$ cat config.mk
export PLATFORM = sky130hd
export DESIGN_NAME = xoshiro_bounded_random_core
export DESIGN_NICKNAME = d
export VERILOG_FILES = /design/src/rtl/xbr_pkg.sv /design/src/rtl/xoshiro_bounded_random_core.sv /design/src/rtl/xbr_mul.sv /design/src/rtl/xbr_div.sv
export VERILOG_INCLUDE_DIRS = /design/src /design/src/rtl
export SDC_FILE = /design/constraint.sdc
export NUM_CORES = 2
export LEC_CHECK = 0
export ABC_CLOCK_PERIOD_IN_PS = 16020
export BUFFER_PORTS_ARGS = -buffer_cell sky130_fd_sc_hd__buf_2
export CAP_MARGIN = 5
export CORE_ASPECT_RATIO = 1.4
export CORE_UTILIZATION = 70
export CTS_CLUSTER_DIAMETER = 100
export DETAILED_ROUTE_END_ITERATION = 6
export PLACE_DENSITY = 0.88
export SETUP_SLACK_MARGIN = 0.3
export SLEW_MARGIN = 0
export SYNTH_ARGS = -nofsm -noshare
export SYNTH_HDL_FRONTEND = slang
export SYNTH_HIERARCHICAL = 1
export SYNTH_SLANG_ARGS = --single-unit
$ cat constraint.sdc
create_clock -name aclk -period 16.02 [get_ports aclk]
set_input_delay 3.204 -clock aclk [delete_from_list [all_inputs] [get_ports aclk]]
set_output_delay 3.204 -clock aclk [all_outputs]
set_load 0.01 [all_outputs]
$ cat src/rtl/xoshiro_bounded_random_core_macros.svh
// Assertion macros for the bounded random generator.
// Included by the RTL files that carry concurrent assertions; no other dependencies.
`ifndef XOSHIRO_BOUNDED_RANDOM_CORE_MACROS_SVH
`define XOSHIRO_BOUNDED_RANDOM_CORE_MACROS_SVH

// Same-cycle implication, disabled while reset is asserted.
`define XBR_ASSERT_NOW(label, clk, rstn, ante, cons, msg) \
    label: assert property (@(posedge clk) disable iff (!(rstn)) (ante) |-> (cons)) \
        else $error(msg);

// Next-cycle implication, disabled while reset is asserted.
`define XBR_ASSERT_NEXT(label, clk, rstn, ante, cons, msg) \
    label: assert property (@(posedge clk) disable iff (!(rstn)) (ante) |=> (cons)) \
        else $error(msg);

`endif

$ cat src/rtl/xbr_pkg.sv
// Shared constants, types and helper functions of the bounded random generator.
// Used by xbr_mul, xbr_div and the top level; depends on nothing else.
`default_nettype none

package xbr_pkg;

    localparam int unsigned WORD_W    = 64;
    localparam int unsigned HALF_W    = WORD_W / 2;
    localparam int unsigned NUM_WORDS = 4;

    typedef logic [WORD_W-1:0]        word_t;
    typedef logic signed [WORD_W-1:0] sword_t;
    typedef logic [HALF_W-1:0]        half_t;

    // Seed expansion constants.
    localparam word_t GOLDEN_STEP = 64'h9e3779b97f4a7c15;
    localparam word_t MIX_MUL_A   = 64'hbf58476d1ce4e5b9;
    localparam word_t MIX_MUL_B   = 64'h94d049bb133111eb;
    localparam int unsigned MIX_SHIFT_1 = 30;
    localparam int unsigned MIX_SHIFT_2 = 27;
    localparam int unsigned MIX_SHIFT_3 = 31;

    // Generator step constants.
    localparam int unsigned GEN_SHIFT   = 17;
    localparam int unsigned GEN_ROT     = 45;
    localparam int unsigned SCRAM_ROT   = 7;
    localparam int unsigned SCRAM_SHL_5 = 2;   // times 5 is x + 4x
    localparam int unsigned SCRAM_SHL_9 = 3;   // times 9 is x + 8x
    localparam int unsigned FRAC_SHIFT  = 11;  // keeps the top 53 bits

    localparam logic ACTION_BOUNDED  = 1'b0;
    localparam logic ACTION_FRACTION = 1'b1;

    function automatic word_t rotl(input word_t v, input int unsigned k);
        return (v << k) | (v >> (WORD_W - k));
    endfunction

endpackage

`default_nettype wire

$ cat src/rtl/xoshiro_bounded_random_core.sv
// Top level of the bounded random generator: sequencer, generator state and
// output register. Uses xbr_pkg, xbr_mul, xbr_div and the assertion macros.
//
// The seed register is written through cfg_wr_en / cfg_wr_data; the user
// must write it only while the block is idle, which the block does not
// enforce. A write, and likewise reset, re-expands the seed into the four
// state words, during which s_ready is low. After reset the seed is zero.
// Each input item (s_action, s_range_low, s_range_high) yields exactly one
// result item on m_value. After acceptance, a fraction request passes the
// states DRAW1, DRAW2, USE and EMIT; an empty interval DECIDE and EMIT;
// a full span DECIDE, SPAN, DRAW1, DRAW2, USE and EMIT. A bounded request
// runs the bit-serial remainder unit twice, once for the rejection limit
// and once for the final reduction; each rejected draw adds another draw.
// That remainder unit, at one bit per cycle, sets the throughput. One item
// is worked on at a time; the next is taken in idle, after a result is written.
// The output register holds a finished result until m_ready takes it; the
// next item is accepted and computed meanwhile, and only waits to be
// written into the output register until the receiver has drained it.
`default_nettype none

module xoshiro_bounded_random_core (
    input  wire logic            aclk,
    input  wire logic            aresetn,
    // Seed register write port.
    input  wire logic            cfg_wr_en,
    input  wire xbr_pkg::word_t  cfg_wr_data,
    // Request channel.
    input  wire logic            s_valid,
    output logic                 s_ready,
    input  wire logic            s_action,
    input  wire xbr_pkg::sword_t s_range_low,
    input  wire xbr_pkg::sword_t s_range_high,
    // Result channel.
    output logic                 m_valid,
    input  wire logic            m_ready,
    output xbr_pkg::sword_t      m_value
);
    import xbr_pkg::*;

`include "xoshiro_bounded_random_core_macros.svh"

    // Sequencer states.
    localparam logic [3:0] ST_IDLE     = 4'd0;
    localparam logic [3:0] ST_SEED_ADD = 4'd1;
    localparam logic [3:0] ST_MUL_A    = 4'd2;
    localparam logic [3:0] ST_WAIT_A   = 4'd3;
    localparam logic [3:0] ST_MUL_B    = 4'd4;
    localparam logic [3:0] ST_WAIT_B   = 4'd5;
    localparam logic [3:0] ST_DECIDE   = 4'd6;
    localparam logic [3:0] ST_SPAN     = 4'd7;
    localparam logic [3:0] ST_LIMIT    = 4'd8;
    localparam logic [3:0] ST_DRAW1    = 4'd9;
    localparam logic [3:0] ST_DRAW2    = 4'd10;
    localparam logic [3:0] ST_USE      = 4'd11;
    localparam logic [3:0] ST_MOD      = 4'd12;
    localparam logic [3:0] ST_EMIT     = 4'd13;

    localparam int unsigned IDX_W = $clog2(NUM_WORDS);
    localparam logic [IDX_W-1:0] IDX_LAST = IDX_W'(NUM_WORDS - 1);

    logic [3:0]       state_reg;
    logic [3:0]       state_next;

    // Seed expansion registers.
    word_t            acc_reg;
    word_t            z_reg;
    logic [IDX_W-1:0] idx_reg;

    // Generator state words.
    word_t            gen_word_reg [NUM_WORDS];

    // Request and working registers.
    logic             action_reg;
    word_t            lo_reg;
    word_t            hi_reg;
    word_t            span_reg;
    word_t            limit_reg;
    word_t            t_reg;
    word_t            draw_reg;
    word_t            res_reg;

    logic             m_valid_reg;
    sword_t           m_value_reg;

    // Shared unit handshakes.
    logic             mul_start;
    word_t            mul_op_b;
    logic             mul_done;
    word_t            mul_prod;
    logic             div_start;
    word_t            div_dividend;
    logic             div_done;
    word_t            div_rem;

    logic             out_free;
    logic             in_accept;
    logic             in_emit;
    logic             emit_load;
    logic             fraction_use;
    logic             limit_done;
    logic             limit_ok;
    word_t            acc_sum;
    word_t            gen_next [NUM_WORDS];
    word_t            gen_sh;
    word_t            scram_rot;

    assign out_free  = !m_valid_reg || m_ready;
    assign s_ready   = (state_reg == ST_IDLE);
    assign in_accept = s_valid && s_ready;
    assign acc_sum   = acc_reg + GOLDEN_STEP;

    // The output register is loaded when the emit state finds it free.
    assign in_emit      = (state_reg == ST_EMIT);
    assign emit_load    = in_emit && out_free && !cfg_wr_en;
    assign fraction_use = (state_reg == ST_USE) && (action_reg == ACTION_FRACTION)
                       && !cfg_wr_en;
    assign limit_done   = (state_reg == ST_LIMIT) && div_done;
    assign limit_ok     = (div_rem < span_reg);

    // One xoshiro256** state transition, computed from the current words.
    always_comb begin
        gen_sh      = gen_word_reg[1] << GEN_SHIFT;
        gen_next[2] = gen_word_reg[2] ^ gen_word_reg[0];
        gen_next[3] = gen_word_reg[3] ^ gen_word_reg[1];
        gen_next[1] = gen_word_reg[1] ^ gen_next[2];
        gen_next[0] = gen_word_reg[0] ^ gen_next[3];
        gen_next[2] = gen_next[2] ^ gen_sh;
        gen_next[3] = rotl(gen_next[3], GEN_ROT);
    end

    assign scram_rot = rotl(t_reg, SCRAM_ROT);

    // Multiplier and remainder unit operands follow the state.
    assign mul_start    = (state_reg == ST_MUL_A) || (state_reg == ST_MUL_B);
    assign mul_op_b     = (state_reg == ST_MUL_B) ? MIX_MUL_B : MIX_MUL_A;
    assign div_start    = (state_reg == ST_SPAN && span_reg != '0)
                       || (state_reg == ST_USE && action_reg == ACTION_BOUNDED
                           && span_reg != '0 && draw_reg >= limit_reg);
    assign div_dividend = (state_reg == ST_SPAN) ? ('0 - span_reg) : draw_reg;

    xbr_mul u_mul (
        .aclk    (aclk),
        .aresetn (aresetn),
        .start   (mul_start),
        .op_a    (z_reg),
        .op_b    (mul_op_b),
        .done    (mul_done),
        .product (mul_prod)
    );

    xbr_div u_div (
        .aclk      (aclk),
        .aresetn   (aresetn),
        .start     (div_start),
        .dividend  (div_dividend),
        .divisor   (span_reg),
        .done      (div_done),
        .remainder (div_rem)
    );

    // Next-state logic. A seed write restarts the expansion from any state.
    always_comb begin
        state_next = state_reg;
        case (state_reg)
            ST_IDLE: begin
                if (in_accept) begin
                    state_next = (s_action == ACTION_FRACTION) ? ST_DRAW1 : ST_DECIDE;
                end
            end
            ST_SEED_ADD: begin
                state_next = ST_MUL_A;
            end
            ST_MUL_A: begin
                state_next = ST_WAIT_A;
            end
            ST_WAIT_A: begin
                if (mul_done) begin
                    state_next = ST_MUL_B;
                end
            end
            ST_MUL_B: begin
                state_next = ST_WAIT_B;
            end
            ST_WAIT_B: begin
                if (mul_done) begin
                    state_next = (idx_reg == IDX_LAST) ? ST_IDLE : ST_SEED_ADD;
                end
            end
            ST_DECIDE: begin
                state_next = ($signed(lo_reg) > $signed(hi_reg)) ? ST_EMIT : ST_SPAN;
            end
            ST_SPAN: begin
                state_next = (span_reg == '0) ? ST_DRAW1 : ST_LIMIT;
            end
            ST_LIMIT: begin
                if (div_done) begin
                    state_next = ST_DRAW1;
                end
            end
            ST_DRAW1: begin
                state_next = ST_DRAW2;
            end
            ST_DRAW2: begin
                state_next = ST_USE;
            end
            ST_USE: begin
                if (action_reg == ACTION_FRACTION || span_reg == '0) begin
                    state_next = ST_EMIT;
                end else if (draw_reg < limit_reg) begin
                    state_next = ST_DRAW1;
                end else begin
                    state_next = ST_MOD;
                end
            end
            ST_MOD: begin
                if (div_done) begin
                    state_next = ST_EMIT;
                end
            end
            ST_EMIT: begin
                if (out_free) begin
                    state_next = ST_IDLE;
                end
            end
            default: begin
                state_next = ST_IDLE;
            end
        endcase
        if (cfg_wr_en) begin
            state_next = ST_SEED_ADD;
        end
    end

    always_ff @(posedge aclk) begin
        if (!aresetn) begin
            state_reg   <= ST_SEED_ADD;
            acc_reg     <= '0;
            idx_reg     <= '0;
            m_valid_reg <= 1'b0;
        end else begin
            state_reg <= state_next;

            if (m_ready && !emit_load) begin
                m_valid_reg <= 1'b0;
            end

            if (cfg_wr_en) begin
                acc_reg <= cfg_wr_data;
                idx_reg <= '0;
            end else begin
                case (state_reg)
                    ST_IDLE: begin
                        if (in_accept) begin
                            action_reg <= s_action;
                            lo_reg     <= word_t'(s_range_low);
                            hi_reg     <= word_t'(s_range_high);
                        end
                    end
                    ST_SEED_ADD: begin
                        // splitmix64: advance, then first xor-shift.
                        acc_reg <= acc_sum;
                        z_reg   <= acc_sum ^ (acc_sum >> MIX_SHIFT_1);
                    end
                    ST_WAIT_A: begin
                        if (mul_done) begin
                            z_reg <= mul_prod ^ (mul_prod >> MIX_SHIFT_2);
                        end
                    end
                    ST_WAIT_B: begin
                        if (mul_done) begin
                            gen_word_reg[idx_reg] <= mul_prod ^ (mul_prod >> MIX_SHIFT_3);
                            idx_reg <= idx_reg + 1'b1;
                        end
                    end
                    ST_DECIDE: begin
                        // Empty interval answers with the lower bound, no draw.
                        res_reg  <= lo_reg;
                        span_reg <= hi_reg - lo_reg + 1'b1;
                    end
                    ST_LIMIT: begin
                        if (div_done) begin
                            limit_reg <= div_rem;
                        end
                    end
                    ST_DRAW1: begin
                        // Scrambler times 5 on the old second word, state steps.
                        t_reg <= gen_word_reg[1] + (gen_word_reg[1] << SCRAM_SHL_5);
                        for (int i = 0; i < NUM_WORDS; i++) begin
                            gen_word_reg[i] <= gen_next[i];
                        end
                    end
                    ST_DRAW2: begin
                        draw_reg <= scram_rot + (scram_rot << SCRAM_SHL_9);
                    end
                    ST_USE: begin
                        if (action_reg == ACTION_FRACTION) begin
                            res_reg <= draw_reg >> FRAC_SHIFT;
                        end else begin
                            res_reg <= draw_reg;
                        end
                    end
                    ST_MOD: begin
                        if (div_done) begin
                            res_reg <= lo_reg + div_rem;
                        end
                    end
                    ST_EMIT: begin
                        if (out_free) begin
                            m_valid_reg <= 1'b1;
                            m_value_reg <= sword_t'(res_reg);
                        end
                    end
                    default: begin
                    end
                endcase
            end
        end
    end

    assign m_valid = m_valid_reg;
    assign m_value = m_value_reg;

    // An accepted item keeps the block busy on the following cycle.
    `XBR_ASSERT_NEXT(a_busy_after_accept, aclk, aresetn, in_accept, !s_ready, "ready after accept")
    // A fraction request never enters the rejection loop.
    `XBR_ASSERT_NEXT(a_fraction_emits, aclk, aresetn, fraction_use, in_emit, "fraction looped")
    // The rejection limit is always below the span.
    `XBR_ASSERT_NOW(a_limit_below_span, aclk, aresetn, limit_done, limit_ok, "limit too large")
    // An output load at the emit state always fills the output register.
    `XBR_ASSERT_NEXT(a_emit_fills, aclk, aresetn, emit_load, m_valid_reg, "result lost at emit")

endmodule

`default_nettype wire

$ cat src/rtl/xbr_mul.sv
// Low half of a 64 by 64 bit product, built from three 32 by 32 bit partial
// products on one shared multiplier. Uses xbr_pkg.
`default_nettype none

module xbr_mul (
    input  wire logic          aclk,
    input  wire logic          aresetn,
    input  wire logic          start,
    input  wire xbr_pkg::word_t op_a,
    input  wire xbr_pkg::word_t op_b,
    output logic               done,
    output xbr_pkg::word_t     product
);
    import xbr_pkg::*;

    localparam logic [1:0] STEP_LOW   = 2'd0;
    localparam logic [1:0] STEP_CROSS = 2'd1;
    localparam logic [1:0] STEP_HIGH  = 2'd2;
    localparam logic [1:0] STEP_LAST  = 2'd3;

    word_t      a_reg;
    word_t      b_reg;
    word_t      pp_reg;
    word_t      acc_reg;
    logic [1:0] step_reg;
    logic       busy_reg;
    logic       done_reg;

    half_t mul_x;
    half_t mul_y;
    word_t mul_prod;

    // Step 0: aL*bL, step 1: aL*bH, step 2: aH*bL. The cross terms only
    // reach the upper half, so aH*bH never matters.
    always_comb begin
        mul_x = (step_reg == STEP_HIGH) ? a_reg[WORD_W-1:HALF_W] : a_reg[HALF_W-1:0];
        mul_y = (step_reg == STEP_CROSS) ? b_reg[WORD_W-1:HALF_W] : b_reg[HALF_W-1:0];
    end

    assign mul_prod = {{HALF_W{1'b0}}, mul_x} * {{HALF_W{1'b0}}, mul_y};

    always_ff @(posedge aclk) begin
        if (!aresetn) begin
            busy_reg <= 1'b0;
            done_reg <= 1'b0;
            step_reg <= STEP_LOW;
        end else begin
            done_reg <= !start && busy_reg && (step_reg == STEP_LAST);
            if (start) begin
                busy_reg <= 1'b1;
                step_reg <= STEP_LOW;
                a_reg    <= op_a;
                b_reg    <= op_b;
            end else if (busy_reg) begin
                pp_reg   <= mul_prod;
                step_reg <= step_reg + 2'd1;
                case (step_reg)
                    STEP_LOW: begin
                    end
                    STEP_CROSS: begin
                        acc_reg <= pp_reg;
                    end
                    STEP_HIGH: begin
                        acc_reg <= acc_reg + {pp_reg[HALF_W-1:0], {HALF_W{1'b0}}};
                    end
                    STEP_LAST: begin
                        acc_reg  <= acc_reg + {pp_reg[HALF_W-1:0], {HALF_W{1'b0}}};
                        busy_reg <= 1'b0;
                    end
                    default: begin
                        busy_reg <= 1'b0;
                    end
                endcase
            end
        end
    end

    assign done    = done_reg;
    assign product = acc_reg;

endmodule

`default_nettype wire

$ cat src/rtl/xbr_div.sv
// Bit-serial restoring remainder unit: dividend mod divisor, one quotient
// bit per cycle. Uses xbr_pkg.
`default_nettype none

module xbr_div (
    input  wire logic           aclk,
    input  wire logic           aresetn,
    input  wire logic           start,
    input  wire xbr_pkg::word_t dividend,
    input  wire xbr_pkg::word_t divisor,
    output logic                done,
    output xbr_pkg::word_t      remainder
);
    import xbr_pkg::*;

    localparam int unsigned CNT_W = $clog2(WORD_W);
    localparam logic [CNT_W-1:0] CNT_LAST = CNT_W'(WORD_W - 1);

    word_t            dvd_reg;
    word_t            dvs_reg;
    word_t            rem_reg;
    logic [CNT_W-1:0] cnt_reg;
    logic             busy_reg;
    logic             done_reg;

    logic [WORD_W:0] trial;
    logic [WORD_W:0] diff;

    // The partial remainder stays below the divisor, so the shifted value
    // needs one extra bit and the difference always fits back in a word.
    assign trial = {rem_reg, dvd_reg[WORD_W-1]};
    assign diff  = trial - {1'b0, dvs_reg};

    always_ff @(posedge aclk) begin
        if (!aresetn) begin
            busy_reg <= 1'b0;
            done_reg <= 1'b0;
            cnt_reg  <= '0;
        end else begin
            done_reg <= !start && busy_reg && (cnt_reg == CNT_LAST);
            if (start) begin
                busy_reg <= 1'b1;
                cnt_reg  <= '0;
                rem_reg  <= '0;
                dvd_reg  <= dividend;
                dvs_reg  <= divisor;
            end else if (busy_reg) begin
                dvd_reg <= {dvd_reg[WORD_W-2:0], 1'b0};
                rem_reg <= diff[WORD_W] ? trial[WORD_W-1:0] : diff[WORD_W-1:0];
                cnt_reg <= cnt_reg + 1'b1;
                if (cnt_reg == CNT_LAST) begin
                    busy_reg <= 1'b0;
                end
            end
        end
    end

    assign done      = done_reg;
    assign remainder = rem_reg;

endmodule

`default_nettype wire
==> key figures <==
Status
  • Outcome: complete, but fails checks
  • Failing checks: design-rule violations, max-capacitance violations, max-slew violations

Clock network
  • Root buf cell: clkbuf_16
  • Clock sinks: 1364
  • Clk slew on worst S/H paths: 70 ps
  • Skew-Pair Late Insertion Delay: 900 ps
  • H-Tree Level Count: 4
  • CTS Buf Count: 138
  • Max clock buf depth: 3
  • Post-CTS sizing: 0
  • TritonCTS clock tree: yes
  • Post-CTS Setup Inserts: 0
  • CTS Hold Bufs: 0

GRT
  • First-pass GRT wire length: 601000 µm
  • All-Layer GR Usage: 50.9%
  • Met3 usage: 17.0%
  • Largest net degree at the start of global routing: 107
  • Most crowded layer after global routing: met2
  • Vias in the first global route: 95200
  • M1 GR Usage: 51.6%
  • Grt ovf: 0
  • M2 GR Usage: 79.3%
  • Initial antenna violation count: 40

Setup path
  • Crit-path slowest cell: mux2i_4
  • Type of origin of the critical path: register
  • Critical Path End Type: register
  • Critical Path AT: 11350 ps
  • Crit path largest cell delay: 1000 ps
  • CP delay by family, top: adder cells
  • Worst-path fanout max: 53
  • CP Class: reg -> reg
  • R2R setup slack: 5280 ps
  • Req. time, crit path: 16640 ps
  • Setup crit start: u_mul/step_reg[1]
  • Crit-path most repeated cell: fa_1
  • Reg2Reg Launch Point: u_mul/step_reg[1]
  • Worst Path Buf+Inv: 8

Worst hold path
  • HP Start: z_reg[20]
  • HP Class: reg -> reg

Yosys
  • Synth top area cells: edfxtp_1 34%, fa_1 16%, ha_1 8.9%
  • Yosys warnings: 6
  • Synth unique cells: 114
  • Post-synth top area cell: edfxtp_1
  • Most used DFF post-synth: edfxtp_1
  • Number of flops mapped to enable cells by yosys: 1281
  • Post-Synth Simple-Gate Area: 11.9%
  • Yosys reg bits: 1364
  • Syn Inst Count: 11200
  • Mapped Avg Cell Area: 10.1 µm²
  • Compound-Gate Fraction of Synth Area: 11.7%
  • Synth top area share: 34.1%
  • Largest family of logic cells by synthesized area: adder cells
  • Post-synthesis adder-cell area fraction: 24.9%
  • Sequential area share after synthesis: 35.6%
  • Synth Area in XOR/XNOR: 7.51%
  • Asr flop ratio synth: 0%
  • Post-synthesis mux area share: 2.44%
  • Synthesized area: 113000 µm²

Finish
  • Filler cells: 10200
  • Final instance area: 121000 µm²
  • Max reg flops: 256
  • Layout cells sized above 1: 7.97%
  • Total Nets Final: 13200
  • Sequential Area: 40100 µm²
  • Area of the multi-input gates: 66500 µm²
  • Area Growth Syn to Fin: 7.62%

STA
  • Final Hold Fails: 0
  • Max-slew violations: 1
  • FMAX: 93.1 MHz
  • Part of the cycle the worst path needs: 67.0%
  • # setup viols final: 0
  • Clk_skew: 79.3 ps
  • Worst slew pin tran: 1500 ps
  • Unrepaired setup endpoints after global routing: false
  • Min cycle time layout: 10740 ps
  • Worst slew margin: -0.439%
  • Setup_tns: 0 ps

Drt
  • Drc violations: 43
  • Length of the first detailed-routing pass in iterations: 7
  • WL/cell: 30.2 µm
  • Total Wirelength: 409000 µm
  • Avg Vias per Cell: 6.84
  • DRT antenna net count: 0
  • DR vias: 92600
  • DRT iter0 DRCs: 12500

Place
  • Cell area after placement: 116000 µm²
  • GPL Wtd Cong: 1.10
  • Port Buf Inserts: 263
  • Dpl hpwl: 303000 µm

Floorplanning
  • Core ar.: 159000 µm²
  • DIE HEIGHT: 477 µm
  • Initial Util: 70.7%
  • Die area: 163000 µm²
  • Io pins: 264
  • # rows: 173
  • DIE WIDTH: 341 µm

Job
  • Number of max-cap violations: 1
stage by stage:
stage	hold slack, ps	worst slack (ps)	cells	util, %
finish	394	5280	13500	76.1
global route	411	5090	13500	76.1
CTS	390	5730	13500	76.1
detailed placement	405	5760	13200	73.1
global placement	401	5900	13200	73.1
floorplan	400	5310	11200	-
area by class of cell:
type,count,area share [%]
Timing Repair Buffer,394,1.90
Tap cell,2100,2.17
Antenna cell,28,0.0578
Multi-Input combinational cell,8099,54.9
Inverter,1286,3.98
Sequential cell,1364,33.1
Clock inverter,101,1.05
Clock buffer,155,2.90
placed cells by master, fill, tap and decap left out, types with 83 or more instances in the layout:
master	netlist	routed
nand2_1	1190	1187
dfxtp_1	83	83
a21oi_1	621	621
clkbuf_16	0	138
and2_1	110	106
a21o_1	271	271
fa_1	902	902
mux2i_1	125	87
mux2_2	133	133
edfxtp_1	1281	1281
nand3_1	126	124
buf_2	29	263
nor3_1	93	90
inv_1	1284	1283
o21ai_0	598	595
nor2_1	983	980
buf_4	8	131
xnor2_1	537	533
ha_1	803	801
xor2_1	429	429
nand4_1	110	110
layer usage:
layer	wire, µm	vias to the layer above
met1	117000	43800
li1	-	38200
met3	50900	2877
met4	56400	22
met5	158	-
met2	184000	7664
logic make-up after synthesis:
kind of cell | count (synthesis)
flops | 1364
fa+ha+maj | 1705
mux | 258
simple gates | 3006
other cells | 2
buf+inv | 1744
xor+xnor | 966
compound gates | 2131
synthesized netlist by cell type, types with 17 or more instances:
cell type / instances
a21boi_0: 20
o21ai_1: 59
nand2_1: 1190
o31ai_1: 33
or2_2: 28
and2_1: 110
edfxtp_1: 1281
and3_1: 59
or4_1: 17
a211oi_1: 54
clkbuf_1: 393
o211ai_1: 20
mux2i_1: 125
mux2_2: 133
xnor2_1: 537
a21o_1: 271
fa_1: 902
nand2b_1: 72
o211a_1: 18
a21oi_1: 621
nand4_1: 110
o221ai_1: 51
a31oi_1: 53
o21bai_1: 71
buf_1: 24
inv_1: 1284
o2111ai_1: 17
nor4_1: 33
dfxtp_1: 83
or3_1: 38
xor2_1: 429
buf_2: 29
o21a_1: 52
o21ai_0: 598
and4_1: 21
nor3_1: 93
ha_1: 803
nor2_1: 983
nor2b_1: 64
nand3_1: 126
path summary, 6_finish.rpt:
kind	endpoint	depth (start not counted)
setup / recovery	u_mul/pp_reg[63]	29
hold / removal	u_mul/a_reg[20]	0
setup reg to reg	u_mul/pp_reg[63]	29
hold reg to reg	u_mul/a_reg[20]	0
Power is not shown: default switching activity piles up to over one toggle a cycle in this logic, so the estimate is an artifact.
